`src/rtl/core/tcof_pkg.sv`:
```
// shared types and codes for the two-class ordered fifo
// request and response words, internal command word, stored entry layout
// no dependencies
package tcof_pkg;

    localparam int DEPTH_DEF   = 16;
    localparam int ID_W        = 20;
    localparam int SEQ_W       = 6;
    localparam int REQ_W       = 3;
    localparam int MAX_RESULTS = 32;
    localparam int CNT_W       = 5;
    localparam int OP_W        = 3;

    // request codes on the input word
    localparam logic [REQ_W-1:0] REQ_ADD       = 3'd0;
    localparam logic [REQ_W-1:0] REQ_DRAIN_ALL = 3'd1;
    localparam logic [REQ_W-1:0] REQ_DRAIN_DOG = 3'd2;
    localparam logic [REQ_W-1:0] REQ_DRAIN_CAT = 3'd3;
    localparam logic [REQ_W-1:0] REQ_STATUS    = 3'd4;

    localparam logic KIND_DOG = 1'b0;
    localparam logic KIND_CAT = 1'b1;

    // internal operations after classification
    localparam logic [OP_W-1:0] OP_ADD_DOG   = 3'd0;
    localparam logic [OP_W-1:0] OP_ADD_CAT   = 3'd1;
    localparam logic [OP_W-1:0] OP_DRAIN_ALL = 3'd2;
    localparam logic [OP_W-1:0] OP_DRAIN_DOG = 3'd3;
    localparam logic [OP_W-1:0] OP_DRAIN_CAT = 3'd4;
    localparam logic [OP_W-1:0] OP_STATUS    = 3'd5;

    typedef struct packed {
        logic [REQ_W-1:0] req_type;
        logic             pet_kind;
        logic [ID_W-1:0]  pet_id;
    } req_t;

    typedef struct packed {
        logic            has_pet;
        logic            out_kind;
        logic [ID_W-1:0] out_id;
        logic            last;
        logic            all_empty;
        logic            dog_empty;
        logic            cat_empty;
        logic            overflow;
    } rsp_t;

    typedef struct packed {
        logic [OP_W-1:0] op;
        logic [ID_W-1:0] pet_id;
    } cmd_t;

    typedef struct packed {
        logic [ID_W-1:0]  id;
        logic [SEQ_W-1:0] stamp;
    } entry_t;

endpackage

```
`src/rtl/core/tcof_front.sv`:
```
// front end: classifies request words into commands and queues them
// two-entry command queue decouples the request side from the back end
// depends on tcof_pkg
module tcof_front
    import tcof_pkg::*;
(
    input  logic clk,
    input  logic rst_n,
    input  logic req_valid,
    output logic req_stall,
    input  req_t req,
    output logic cmd_valid,
    output cmd_t cmd,
    input  logic cmd_take
);

    localparam int QD = 2;

    cmd_t       q_mem [QD];
    logic       wr_ptr_reg, wr_ptr_next;
    logic       rd_ptr_reg, rd_ptr_next;
    logic [1:0] cnt_reg, cnt_next;
    logic       push;
    logic       pop;
    cmd_t       cmd_in;

    always_comb
    begin
        cmd_in.pet_id = req.pet_id;
        unique case (req.req_type)
            REQ_ADD:       cmd_in.op = (req.pet_kind == KIND_CAT) ? OP_ADD_CAT : OP_ADD_DOG;
            REQ_DRAIN_ALL: cmd_in.op = OP_DRAIN_ALL;
            REQ_DRAIN_DOG: cmd_in.op = OP_DRAIN_DOG;
            REQ_DRAIN_CAT: cmd_in.op = OP_DRAIN_CAT;
            default:       cmd_in.op = OP_STATUS;
        endcase
    end

    assign req_stall = (cnt_reg == 2'(QD));
    assign push      = req_valid && !req_stall;
    assign cmd_valid = (cnt_reg != 2'd0);
    assign pop       = cmd_valid && cmd_take;
    assign cmd       = q_mem[rd_ptr_reg];

    always_comb
    begin
        wr_ptr_next = push ? ~wr_ptr_reg : wr_ptr_reg;
        rd_ptr_next = pop ? ~rd_ptr_reg : rd_ptr_reg;
        cnt_next    = cnt_reg + 2'(push) - 2'(pop);
    end

    always_ff @(posedge clk or negedge rst_n)
    begin
        if (!rst_n)
        begin
            wr_ptr_reg <= 1'b0;
            rd_ptr_reg <= 1'b0;
            cnt_reg    <= 2'd0;
        end
        else
        begin
            wr_ptr_reg <= wr_ptr_next;
            rd_ptr_reg <= rd_ptr_next;
            cnt_reg    <= cnt_next;
        end
    end

    always_ff @(posedge clk)
    begin
        if (push)
        begin
            q_mem[wr_ptr_reg] <= cmd_in;
        end
    end

endmodule

```
`src/rtl/core/tcof_back.sv`:
```
// back end: the two class fifos, arrival stamping, drain sequencer
// and the registered response word
// depends on tcof_pkg
module tcof_back
    import tcof_pkg::*;
#(
    parameter int DEPTH = DEPTH_DEF
)
(
    input  logic clk,
    input  logic rst_n,
    input  logic cmd_valid,
    input  cmd_t cmd,
    output logic cmd_take,
    output logic rsp_valid,
    input  logic rsp_stall,
    output rsp_t rsp
);

    localparam int AW = (DEPTH > 1) ? $clog2(DEPTH) : 1;
    localparam int FW = $clog2(DEPTH + 1);

    localparam logic ST_IDLE  = 1'b0;
    localparam logic ST_DRAIN = 1'b1;

    entry_t dog_mem [DEPTH];
    entry_t cat_mem [DEPTH];

    logic [AW-1:0]    dog_head_reg, dog_head_next, dog_tail_reg, dog_tail_next;
    logic [AW-1:0]    cat_head_reg, cat_head_next, cat_tail_reg, cat_tail_next;
    logic [FW-1:0]    dog_fill_reg, dog_fill_next, cat_fill_reg, cat_fill_next;
    logic [SEQ_W-1:0] seq_reg, seq_next;
    logic             state_reg, state_next;
    logic             use_dog_reg, use_dog_next, use_cat_reg, use_cat_next;
    logic [CNT_W-1:0] cnt_reg, cnt_next;
    logic             rsp_valid_reg, rsp_valid_next;
    rsp_t             rsp_reg, rsp_next;

    logic             can_go;
    logic             rsp_load;
    logic             dog_we, cat_we;
    entry_t           wr_entry;
    entry_t           dog_hd_reg, cat_hd_reg;
    logic             dog_ok, cat_ok, take_cat, more, fin;
    logic [SEQ_W-1:0] stamp_diff;

    function automatic logic [AW-1:0] bump(input logic [AW-1:0] idx);
        return (idx == AW'(DEPTH - 1)) ? '0 : idx + 1'b1;
    endfunction

    assign stamp_diff = dog_hd_reg.stamp - cat_hd_reg.stamp;
    assign dog_ok     = use_dog_reg && (dog_fill_reg != '0);
    assign cat_ok     = use_cat_reg && (cat_fill_reg != '0);
    // older head first; a set top bit of the difference means the dog is older
    assign take_cat   = cat_ok && (!dog_ok || !stamp_diff[SEQ_W-1]);

    assign can_go    = !rsp_valid_reg || !rsp_stall;
    assign cmd_take  = can_go && (state_reg == ST_IDLE);
    assign wr_entry  = '{id: cmd.pet_id, stamp: seq_reg};

    always_comb
    begin
        dog_head_next = dog_head_reg;
        dog_tail_next = dog_tail_reg;
        cat_head_next = cat_head_reg;
        cat_tail_next = cat_tail_reg;
        dog_fill_next = dog_fill_reg;
        cat_fill_next = cat_fill_reg;
        seq_next      = seq_reg;
        state_next    = state_reg;
        use_dog_next  = use_dog_reg;
        use_cat_next  = use_cat_reg;
        cnt_next      = cnt_reg;
        dog_we        = 1'b0;
        cat_we        = 1'b0;
        rsp_load      = 1'b0;
        more          = 1'b0;
        fin           = 1'b0;
        rsp_next      = '0;
        rsp_next.last = 1'b1;

        if (can_go && state_reg == ST_DRAIN)
        begin
            rsp_load = 1'b1;
            if (dog_ok || cat_ok)
            begin
                rsp_next.has_pet  = 1'b1;
                rsp_next.out_kind = take_cat ? KIND_CAT : KIND_DOG;
                if (take_cat)
                begin
                    rsp_next.out_id = cat_hd_reg.id;
                    cat_head_next   = bump(cat_head_reg);
                    cat_fill_next   = cat_fill_reg - 1'b1;
                end
                else
                begin
                    rsp_next.out_id = dog_hd_reg.id;
                    dog_head_next   = bump(dog_head_reg);
                    dog_fill_next   = dog_fill_reg - 1'b1;
                end
                more = (use_dog_reg && dog_fill_next != '0) ||
                       (use_cat_reg && cat_fill_next != '0);
                fin  = !more || (cnt_reg == CNT_W'(MAX_RESULTS - 1));
                rsp_next.last = fin;
                cnt_next      = cnt_reg + 1'b1;
                if (fin)
                begin
                    state_next = ST_IDLE;
                end
            end
            else
            begin
                // nothing to drain: single empty word
                state_next = ST_IDLE;
            end
        end
        else if (cmd_take && cmd_valid)
        begin
            unique case (cmd.op)
                OP_ADD_DOG:
                begin
                    rsp_load = 1'b1;
                    if (dog_fill_reg == FW'(DEPTH))
                    begin
                        rsp_next.overflow = 1'b1;
                    end
                    else
                    begin
                        dog_we        = 1'b1;
                        dog_tail_next = bump(dog_tail_reg);
                        dog_fill_next = dog_fill_reg + 1'b1;
                        seq_next      = seq_reg + 1'b1;
                    end
                end
                OP_ADD_CAT:
                begin
                    rsp_load = 1'b1;
                    if (cat_fill_reg == FW'(DEPTH))
                    begin
                        rsp_next.overflow = 1'b1;
                    end
                    else
                    begin
                        cat_we        = 1'b1;
                        cat_tail_next = bump(cat_tail_reg);
                        cat_fill_next = cat_fill_reg + 1'b1;
                        seq_next      = seq_reg + 1'b1;
                    end
                end
                OP_DRAIN_ALL, OP_DRAIN_DOG, OP_DRAIN_CAT:
                begin
                    state_next   = ST_DRAIN;
                    use_dog_next = (cmd.op != OP_DRAIN_CAT);
                    use_cat_next = (cmd.op != OP_DRAIN_DOG);
                    cnt_next     = '0;
                end
                default:
                begin
                    rsp_load = 1'b1;
                end
            endcase
        end

        rsp_next.dog_empty = (dog_fill_next == '0);
        rsp_next.cat_empty = (cat_fill_next == '0);
        rsp_next.all_empty = rsp_next.dog_empty && rsp_next.cat_empty;
        rsp_valid_next     = rsp_load || (rsp_valid_reg && rsp_stall);
    end

    always_ff @(posedge clk or negedge rst_n)
    begin
        if (!rst_n)
        begin
            dog_head_reg  <= '0;
            dog_tail_reg  <= '0;
            cat_head_reg  <= '0;
            cat_tail_reg  <= '0;
            dog_fill_reg  <= '0;
            cat_fill_reg  <= '0;
            seq_reg       <= '0;
            state_reg     <= ST_IDLE;
            use_dog_reg   <= 1'b0;
            use_cat_reg   <= 1'b0;
            cnt_reg       <= '0;
            rsp_valid_reg <= 1'b0;
        end
        else
        begin
            dog_head_reg  <= dog_head_next;
            dog_tail_reg  <= dog_tail_next;
            cat_head_reg  <= cat_head_next;
            cat_tail_reg  <= cat_tail_next;
            dog_fill_reg  <= dog_fill_next;
            cat_fill_reg  <= cat_fill_next;
            seq_reg       <= seq_next;
            state_reg     <= state_next;
            use_dog_reg   <= use_dog_next;
            use_cat_reg   <= use_cat_next;
            cnt_reg       <= cnt_next;
            rsp_valid_reg <= rsp_valid_next;
        end
    end

    always_ff @(posedge clk)
    begin
        if (rsp_load)
        begin
            rsp_reg <= rsp_next;
        end
        if (dog_we)
        begin
            dog_mem[dog_tail_reg] <= wr_entry;
        end
        if (cat_we)
        begin
            cat_mem[cat_tail_reg] <= wr_entry;
        end
        // head word follows the head index; a write into an empty fifo lands on the head
        if (dog_we && (dog_tail_reg == dog_head_next))
        begin
            dog_hd_reg <= wr_entry;
        end
        else
        begin
            dog_hd_reg <= dog_mem[dog_head_next];
        end
        if (cat_we && (cat_tail_reg == cat_head_next))
        begin
            cat_hd_reg <= wr_entry;
        end
        else
        begin
            cat_hd_reg <= cat_mem[cat_head_next];
        end
    end

    assign rsp_valid = rsp_valid_reg;
    assign rsp       = rsp_reg;

    a_fill_bound: assert property (@(posedge clk) disable iff (!rst_n)
        (dog_fill_reg <= FW'(DEPTH)) && (cat_fill_reg <= FW'(DEPTH)))
        else $error("class fifo fill beyond depth");

    a_hold_state: assert property (@(posedge clk) disable iff (!rst_n)
        (rsp_valid_reg && rsp_stall) |=> ($stable(dog_fill_reg) && $stable(cat_fill_reg)))
        else $error("fifo state moved while response word stalled");

    a_flags_match: assert property (@(posedge clk) disable iff (!rst_n)
        rsp_valid_reg |-> ((rsp_reg.dog_empty == (dog_fill_reg == '0)) &&
                           (rsp_reg.cat_empty == (cat_fill_reg == '0))))
        else $error("empty flags disagree with fill counts");

    a_drain_continues: assert property (@(posedge clk) disable iff (!rst_n)
        (rsp_valid_reg && rsp_reg.has_pet && !rsp_reg.last) |-> (state_reg == ST_DRAIN))
        else $error("drain ended before last word");

endmodule

```
`src/rtl/core/two_class_ordered_fifo.sv`:
```
// top level of the two-class ordered fifo (dog and cat queues)
// request channel: req_valid / req_stall / req; response channel: rsp_valid / rsp_stall / rsp
// a request is taken on a clock edge with valid high and stall low, likewise a response.
// requests pass a two-entry command queue (front) into the fifo engine (back).
// add and status: one response word each, held in the back end's response register;
// back to back they run at one request per cycle while the receiver does not stall.
// drain: a start step enters the drain state, then one dequeued word per cycle while the
// receiver does not stall, the final word marked last; an empty drain gives a single
// empty word.
// at most 32 words per drain request; the rest stay queued.
// rate is set by the back end, which does one action per cycle while the response word
// is not stalled, on the single head read port of each class fifo.
// every word carries the emptiness flags as they stand after it.
// reset empties both fifos, clears the arrival counter and drops queued requests.
// when the receiver stalls, the response word holds, the back end freezes and the
// front keeps taking requests until its two-entry queue is full.
// depends on tcof_pkg, tcof_front, tcof_back
module two_class_ordered_fifo
    import tcof_pkg::*;
#(
    parameter int DEPTH = DEPTH_DEF
)
(
    input  logic clk,
    input  logic rst_n,
    input  logic req_valid,
    output logic req_stall,
    input  req_t req,
    output logic rsp_valid,
    input  logic rsp_stall,
    output rsp_t rsp
);

    logic cmd_valid;
    logic cmd_take;
    cmd_t cmd;

    tcof_front u_front (
        .clk       (clk),
        .rst_n     (rst_n),
        .req_valid (req_valid),
        .req_stall (req_stall),
        .req       (req),
        .cmd_valid (cmd_valid),
        .cmd       (cmd),
        .cmd_take  (cmd_take)
    );

    tcof_back #(
        .DEPTH (DEPTH)
    ) u_back (
        .clk       (clk),
        .rst_n     (rst_n),
        .cmd_valid (cmd_valid),
        .cmd       (cmd),
        .cmd_take  (cmd_take),
        .rsp_valid (rsp_valid),
        .rsp_stall (rsp_stall),
        .rsp       (rsp)
    );

endmodule

```
`config.mk`:
```
export PLATFORM = sky130hd
export DESIGN_NAME = two_class_ordered_fifo
export DESIGN_NICKNAME = d
export VERILOG_FILES = /design/src/rtl/core/tcof_pkg.sv /design/src/rtl/core/tcof_front.sv /design/src/rtl/core/tcof_back.sv /design/src/rtl/core/two_class_ordered_fifo.sv
export SDC_FILE = /design/constraint.sdc
export NUM_CORES = 1
export LEC_CHECK = 0
export ABC_CLOCK_PERIOD_IN_PS = 8700
export BUFFER_PORTS_ARGS = -buffer_cell sky130_fd_sc_hd__buf_2
export CORE_ASPECT_RATIO = 0.9
export CORE_MARGIN = 5
export CORE_UTILIZATION = 67
export CTS_BUF_LIST = sky130_fd_sc_hd__clkbuf_8 sky130_fd_sc_hd__clkbuf_16
export DETAILED_ROUTE_END_ITERATION = 12
export GPL_TIMING_DRIVEN = 1
export PLACE_DENSITY = 0.84
export SLEW_MARGIN = 20
export SYNTH_ARGS = -nofsm -noshare
export SYNTH_HDL_FRONTEND = slang
export SYNTH_SLANG_ARGS = --single-unit
```
`constraint.sdc`:
```
create_clock -name clk -period 8.7 [get_ports clk]
set_clock_uncertainty 0.2 [all_clocks]
set_input_delay 2.61 -clock clk [delete_from_list [all_inputs] [get_ports clk]]
set_output_delay 2.61 -clock clk [all_outputs]
set_load 0.01 [all_outputs]
```
==> results of run 1 <==
-- layout make-up --
type,count,area (um^2),area share
clock inverter,64,413,0.00996
multi-input combinational,699,8560,0.207
sequential,958,28500,0.687
tap,756,946,0.0228
clock buffer,91,2270,0.0547
inverter,29,109,0.00263
timing repair buffer,105,671,0.0162
-- logic make-up (layout without fill, tap and decap cells) --
family | after synthesis | after routing | share of synthesized area
simple gates | 211 | 211 | 0.0284
mux | 294 | 294 | 0.159
buf+inv | 112 | 289 | 0.0122
fa+ha+maj | 23 | 23 | 0.00769
compound gates | 149 | 149 | 0.0271
xor+xnor | 22 | 22 | 0.00535
flops | 958 | 958 | 0.760
-- worst max-delay path: cells and delay by family, from the launching register on --
family          cells  cell delay [ns]
fa+ha+maj           1             0.34
flops               1             0.87
compound gates      5             1.78
simple gates        2             0.51
buf+inv             1             0.76
mux                 2             0.95
-- metal layers --
metal | up-vias | wire [um]
met1 | 9792 | 31300
met2 | 1337 | 43800
li1 | 7534 | -
met4 | 0 | 2230
met3 | 191 | 8740
met5 | - | 0
-- synth_stat cells (10+ instances only) --
cell type and count:
a21oi_1 39, and2_1 27, mux2i_1 31, mux4_2 237
o21ai_0 20, nor2_1 60, mux2_2 25, nand3_1 11
dfrtp_1 45, xnor2_1 16, inv_1 28, clkbuf_1 54
nor3_1 11, buf_1 16, nand2_1 42, and3_1 10
edfxtp_1 905, a211oi_1 44, ha_1 23, nor2b_1 20
-- path summary, 6_finish.rpt --
path / slack, ns / end / startpoint / cells after the start
min in group asynchronous: 1.78 / u_back.dog_head_reg[2] / rst_n / 1
worst min register to register: 0.31 / u_front.wr_ptr_reg / u_front.wr_ptr_reg / 1
worst min-delay path: 0.31 / u_front.wr_ptr_reg / u_front.wr_ptr_reg / 1
worst max register to register: 3.00 / u_back.rsp[3] / flip-flop / 11
max in group asynchronous: 6.06 / u_back.seq_reg[2] / rst_n / 1
worst max-delay path: 3.00 / u_back.rsp[3] / flip-flop / 11
-- report_power, final --
part	leakage, nW	total [W]	internal (W)	switching, W
Clock	1.38	0.00364	0.00202	0.00162
Sequential	8.81	0.00637	0.00586	0.000502
Combinational	3.19	0.00375	0.00153	0.00222
Total	13.4	0.0138	0.00942	0.00435
-- per-stage QoR --
step	hold WS [ns]	utilization	worst slack (ns)	cell area (um^2)	std cells
floorplan	0.261	-	2.63	37400	1769
global placement	0.292	0.698	3.04	38700	2546
detailed placement	0.293	0.698	2.81	38700	2546
CTS	0.309	0.746	3.09	41400	2701
global route	0.330	0.747	2.74	41500	2702
finish	0.314	0.747	3.00	41500	2702
==> results.toml, run 1 <==
[route]
dr.pass1.iters = 6
wl_per_cell_um = 31.9
drtAntennaViolNets = 0
vias_per_cell = 6.98
vias = 18854
drc = 0
drtIter0Drc = 2708
finalWirelength_um = 86100

[grt]
grt_pass1_wl_um = 127000
use_met2 = 0.479
overflow = 0
top_usage_layer = "met2"
antenna_found_initial = 1
first_global_vias = 19046
grtUsageMet1 = 0.410
grt_usage = 0.288
grt_max_degree = 54
use_met3 = 0.0586

[clock_tree]
clockBufferDepth = 3
cts_tree = "yes"
root_buffer = "clkbuf_16"
clock_latency_ns = 0.64
ctsHoldBuffers = 0
htree_num_levels = 3
cts_setup_buffers = 0
cts_buffers = 87
ctsResizeCount = 0
clkTransAtPathRegs_ns = 0.07
cts_num_sinks = 958

[synthesis]
syn_nets = 1820
synth_top_area_cell = "edfxtp_1"
synth_seq_area_share = 0.760
postSynthCellCount = 1769
synth.top_cell.area_share = 0.726
yosysUniqueCellTypes = 67
synth_ff_type = "edfxtp_1"
yosys_warnings = 0
syn_area_mm2 = 0.0374
avgSynthCellArea_um2 = 21.2
synthTopCellsByArea = "edfxtp_1, mux4_2, dfrtp_1, a211oi_1, mux2i_1"
synth_edf_count = 905
ys_seq_elements = 958
ys_async_sr_fraction = 0.0470

[critical_path]
path_cells = "buf_4, mux4_2, mux4_2, ha_1, a21o_1, a21oi_1, nand3_2, a31oi_2, a211oi_1, a311o_1, nor4_2"
cp-start-kind = "flip-flop"
cpMostUsedCell = "mux4_2"
crit_required_ns = 8.95
crit_fanout = 51
path_class = "reg2reg"
cp-end-kind = "flip-flop"
max_stage_delay_ns = 0.87
crit_slowest_cell = "dfxtp_4"
crit_arrival_ns = 5.95

[layout]
area_delta_synth_final_pct = 10.7
final_common_cell = "edfxtp_1"
drive_above_1_share = 0.264
nNetsFinal = 1931
layout_common_cells = "edfxtp_1, mux4_2, clkbuf_16"
num_antenna_cells = 0
largest_registers = "u_back.cat_mem (416), u_back.dog_mem (416), u_front.q_mem (46)"
fillers = 2886

[run]
maxCapViolations = 0

[sta]
hold_viol = 0
min_period_ns = 5.70
fin_crit_sh = 0.655
worst_pin_slew_ns = 0.954
slew_viol_final = 0
setup_viol = 0
grt_setup_unrepaired = "no"
relSlewSlack = 0.363
max_freq_mhz = 176
setup_tns_ns = 0

[floorplanning]
die_h_um = 234
dieArea_mm2 = 0.0607
start_util = 0.674
rows = 82
core_mm2 = 0.0555
ios = 57
die_x_um = 259

[hold_path]
hold_path.class = "reg2reg"

[power]
p_per_area_mw_per_mm2 = 332
finalPower_w = 0.0138
p_leak_nw = 13.4
ir_drop_v = 0.000273

[status]
status = "complete, no violations"

[placement]
gp_congestion = 0.902
dp_hpwl_um = 46700
port_buffers = 56
Note: power is estimated with default switching activity, not from simulation.
==> run 2: changes to the inputs <==
- ABC_CLOCK_PERIOD_IN_PS: 8700 -> 5900
- CORE_UTILIZATION: 67 -> 62
- PLACE_DENSITY: 0.84 -> 0.79
- clock period: 8.7 -> 5.9 ns (I/O delays scaled with it)
==> results.toml, run 2 (synthesis gave the netlist of run 1 again) <==
[clock_tree]
clock_latency_ns = 0.63
htree_num_levels = 3
root_buffer = "clkbuf_16"
ctsHoldBuffers = 0
ctsResizeCount = 0
cts_setup_buffers = 0
cts_num_sinks = 958
cts_buffers = 90
clockBufferDepth = 3
cts_tree = "yes"
clkTransAtPathRegs_ns = 0.07

[route]
vias_per_cell = 6.72
dr.pass1.iters = 5
drtIter0Drc = 2193
wl_per_cell_um = 30.0
vias = 18394
drtAntennaViolNets = 0
drc = 0
finalWirelength_um = 82100

[layout]
num_antenna_cells = 0
layout_common_cells = "edfxtp_1, mux4_2, clkbuf_16"
drive_above_1_share = 0.273
final_common_cell = "edfxtp_1"
largest_registers = "u_back.cat_mem (416), u_back.dog_mem (416), u_front.q_mem (46)"
area_delta_synth_final_pct = 11.3
final_cells = 2737
nNetsFinal = 1939

[sta]
slew_viol_final = 0
fin_crit_sh = 0.827
setup_tns_ns = 0
max_freq_mhz = 205
worst_pin_slew_ns = 1.12
grt_setup_unrepaired = "no"
setup_viol = 0
hold_viol = 0
relSlewSlack = 0.250
min_period_ns = 4.88

[placement]
dp_hpwl_um = 46100
port_buffers = 56
dpl.cell_count = 2579
gp_congestion = 0.860

[floorplanning]
die_x_um = 269
dieArea_mm2 = 0.0654
start_util = 0.626
die_h_um = 243
ios = 57
core_mm2 = 0.0598
rows = 85

[critical_path]
reg2reg_slack_ns = 1.02
path_cells = "mux4_2, mux4_2, inv_1, ha_1, a21o_1, a21o_1, a21oi_1, nand3_2, a31oi_2, a211oi_1, a311o_1, nor4_2"
crit_required_ns = 6.16
crit_family = "compound AO/OA/AOI/OAI gates"
r2r_cells = 12
max_stage_delay_ns = 0.79
cp-end-kind = "flip-flop"
cp-start-kind = "flip-flop"
worst-path-buf-inv = 1
crit_fanout = 32
r2r-end = "u_back.rsp[3]"
path_class = "reg2reg"
crit_slowest_cell = "dfxtp_4"
crit_arrival_ns = 5.14

[grt]
grt_pass1_wl_um = 122000
grt_usage = 0.255
overflow = 0
antenna_found_initial = 3
grt_max_degree = 50
first_global_vias = 18757

[hold_path]
hp-start = "u_front.wr_ptr_reg"
min_to = "u_front.wr_ptr_reg"
whs_path_depth = 1
hold_path.class = "reg2reg"

[status]
status = "complete, no violations"

[run]
maxCapViolations = 0

[power]
p_leak_nw = 13.5
ir_drop_v = 0.000439
p_per_area_mw_per_mm2 = 487
[run 2: changes by cell type in the layout (fill, tap and decap cells not counted), moves of 3 or more]
cell       change
clkinv_2      +11
nor2_4         +4
inv_1          -5
buf_4          +4
clkinv_4       +3
dfrtp_1        +3
dfrtp_2        -3
nor2_2         -4
clkbuf_16      +3
clkinv_1       -9
[run 2: layout make-up]
type	instances	area, um^2
clock inverters	64	459
repair buffers	110	713
flip-flops and latches	958	28500
clock buffers	94	2340
well taps	783	980
inverters	29	109
fillers	3467	18100
multi-input cells	699	8580
[run 2: power breakdown]
group | leakage [nW] | internal [W] | switching (W) | total [W]
clock network | 1.44 | 0.00312 | 0.00241 | 0.00553
registers | 8.81 | 0.00865 | 0.000735 | 0.00938
logic | 3.21 | 0.00224 | 0.00315 | 0.00539
[run 2: worst max-delay path by stage]
stage	to	cells after the start	from	slack, ns
finish	u_back.rsp[3]	12	flip-flop	1.02
global placement	u_back.cat_mem[8][18]	9	rsp_stall	1.10
CTS	u_back.rsp[3]	12	flip-flop	0.98
detailed placement	u_back.cat_mem[9][18]	9	rsp_stall	0.91
global route	u_back.rsp[3]	12	flip-flop	0.58
floorplan	u_back.rsp[3]	17	flip-flop	0.64
[run 2: metal layers]
metal  part of all wire  global-route usage
met1               0.39               0.380
met2               0.49               0.400
met3              0.098              0.0548
met4              0.022              0.0572
met5            0.00016                   0
[run 2: stage by stage]
step / hold slack, ns / power [W] / instance area [um^2] / setup WS, ns / utilization
6_report: 0.315 / 0.0203 / 41700 / 1.02 / 0.697
3_3_place_gp: 0.291 / 0.0146 / 38900 / 1.10 / 0.650
4_1_cts: 0.312 / 0.0204 / 41700 / 0.979 / 0.697
2_1_floorplan: 0.261 / 0.0130 / 37400 / 0.636 / -
3_5_place_dp: 0.299 / 0.0148 / 38900 / 0.908 / 0.650
5_1_grt: 0.347 / 0.0212 / 41700 / 0.584 / 0.697
[run 2: worst reg2reg max path, cell delays in order (launching register included)]
cell	delay, ns
dfxtp_4	0.79
mux4_2	0.63
mux4_2	0.47
inv_1	0.07
ha_1	0.24
a21o_1	0.18
a21o_1	0.18
a21oi_1	0.35
nand3_2	0.23
a31oi_2	0.57
a211oi_1	0.16
a311o_1	0.38
nor4_2	0.27
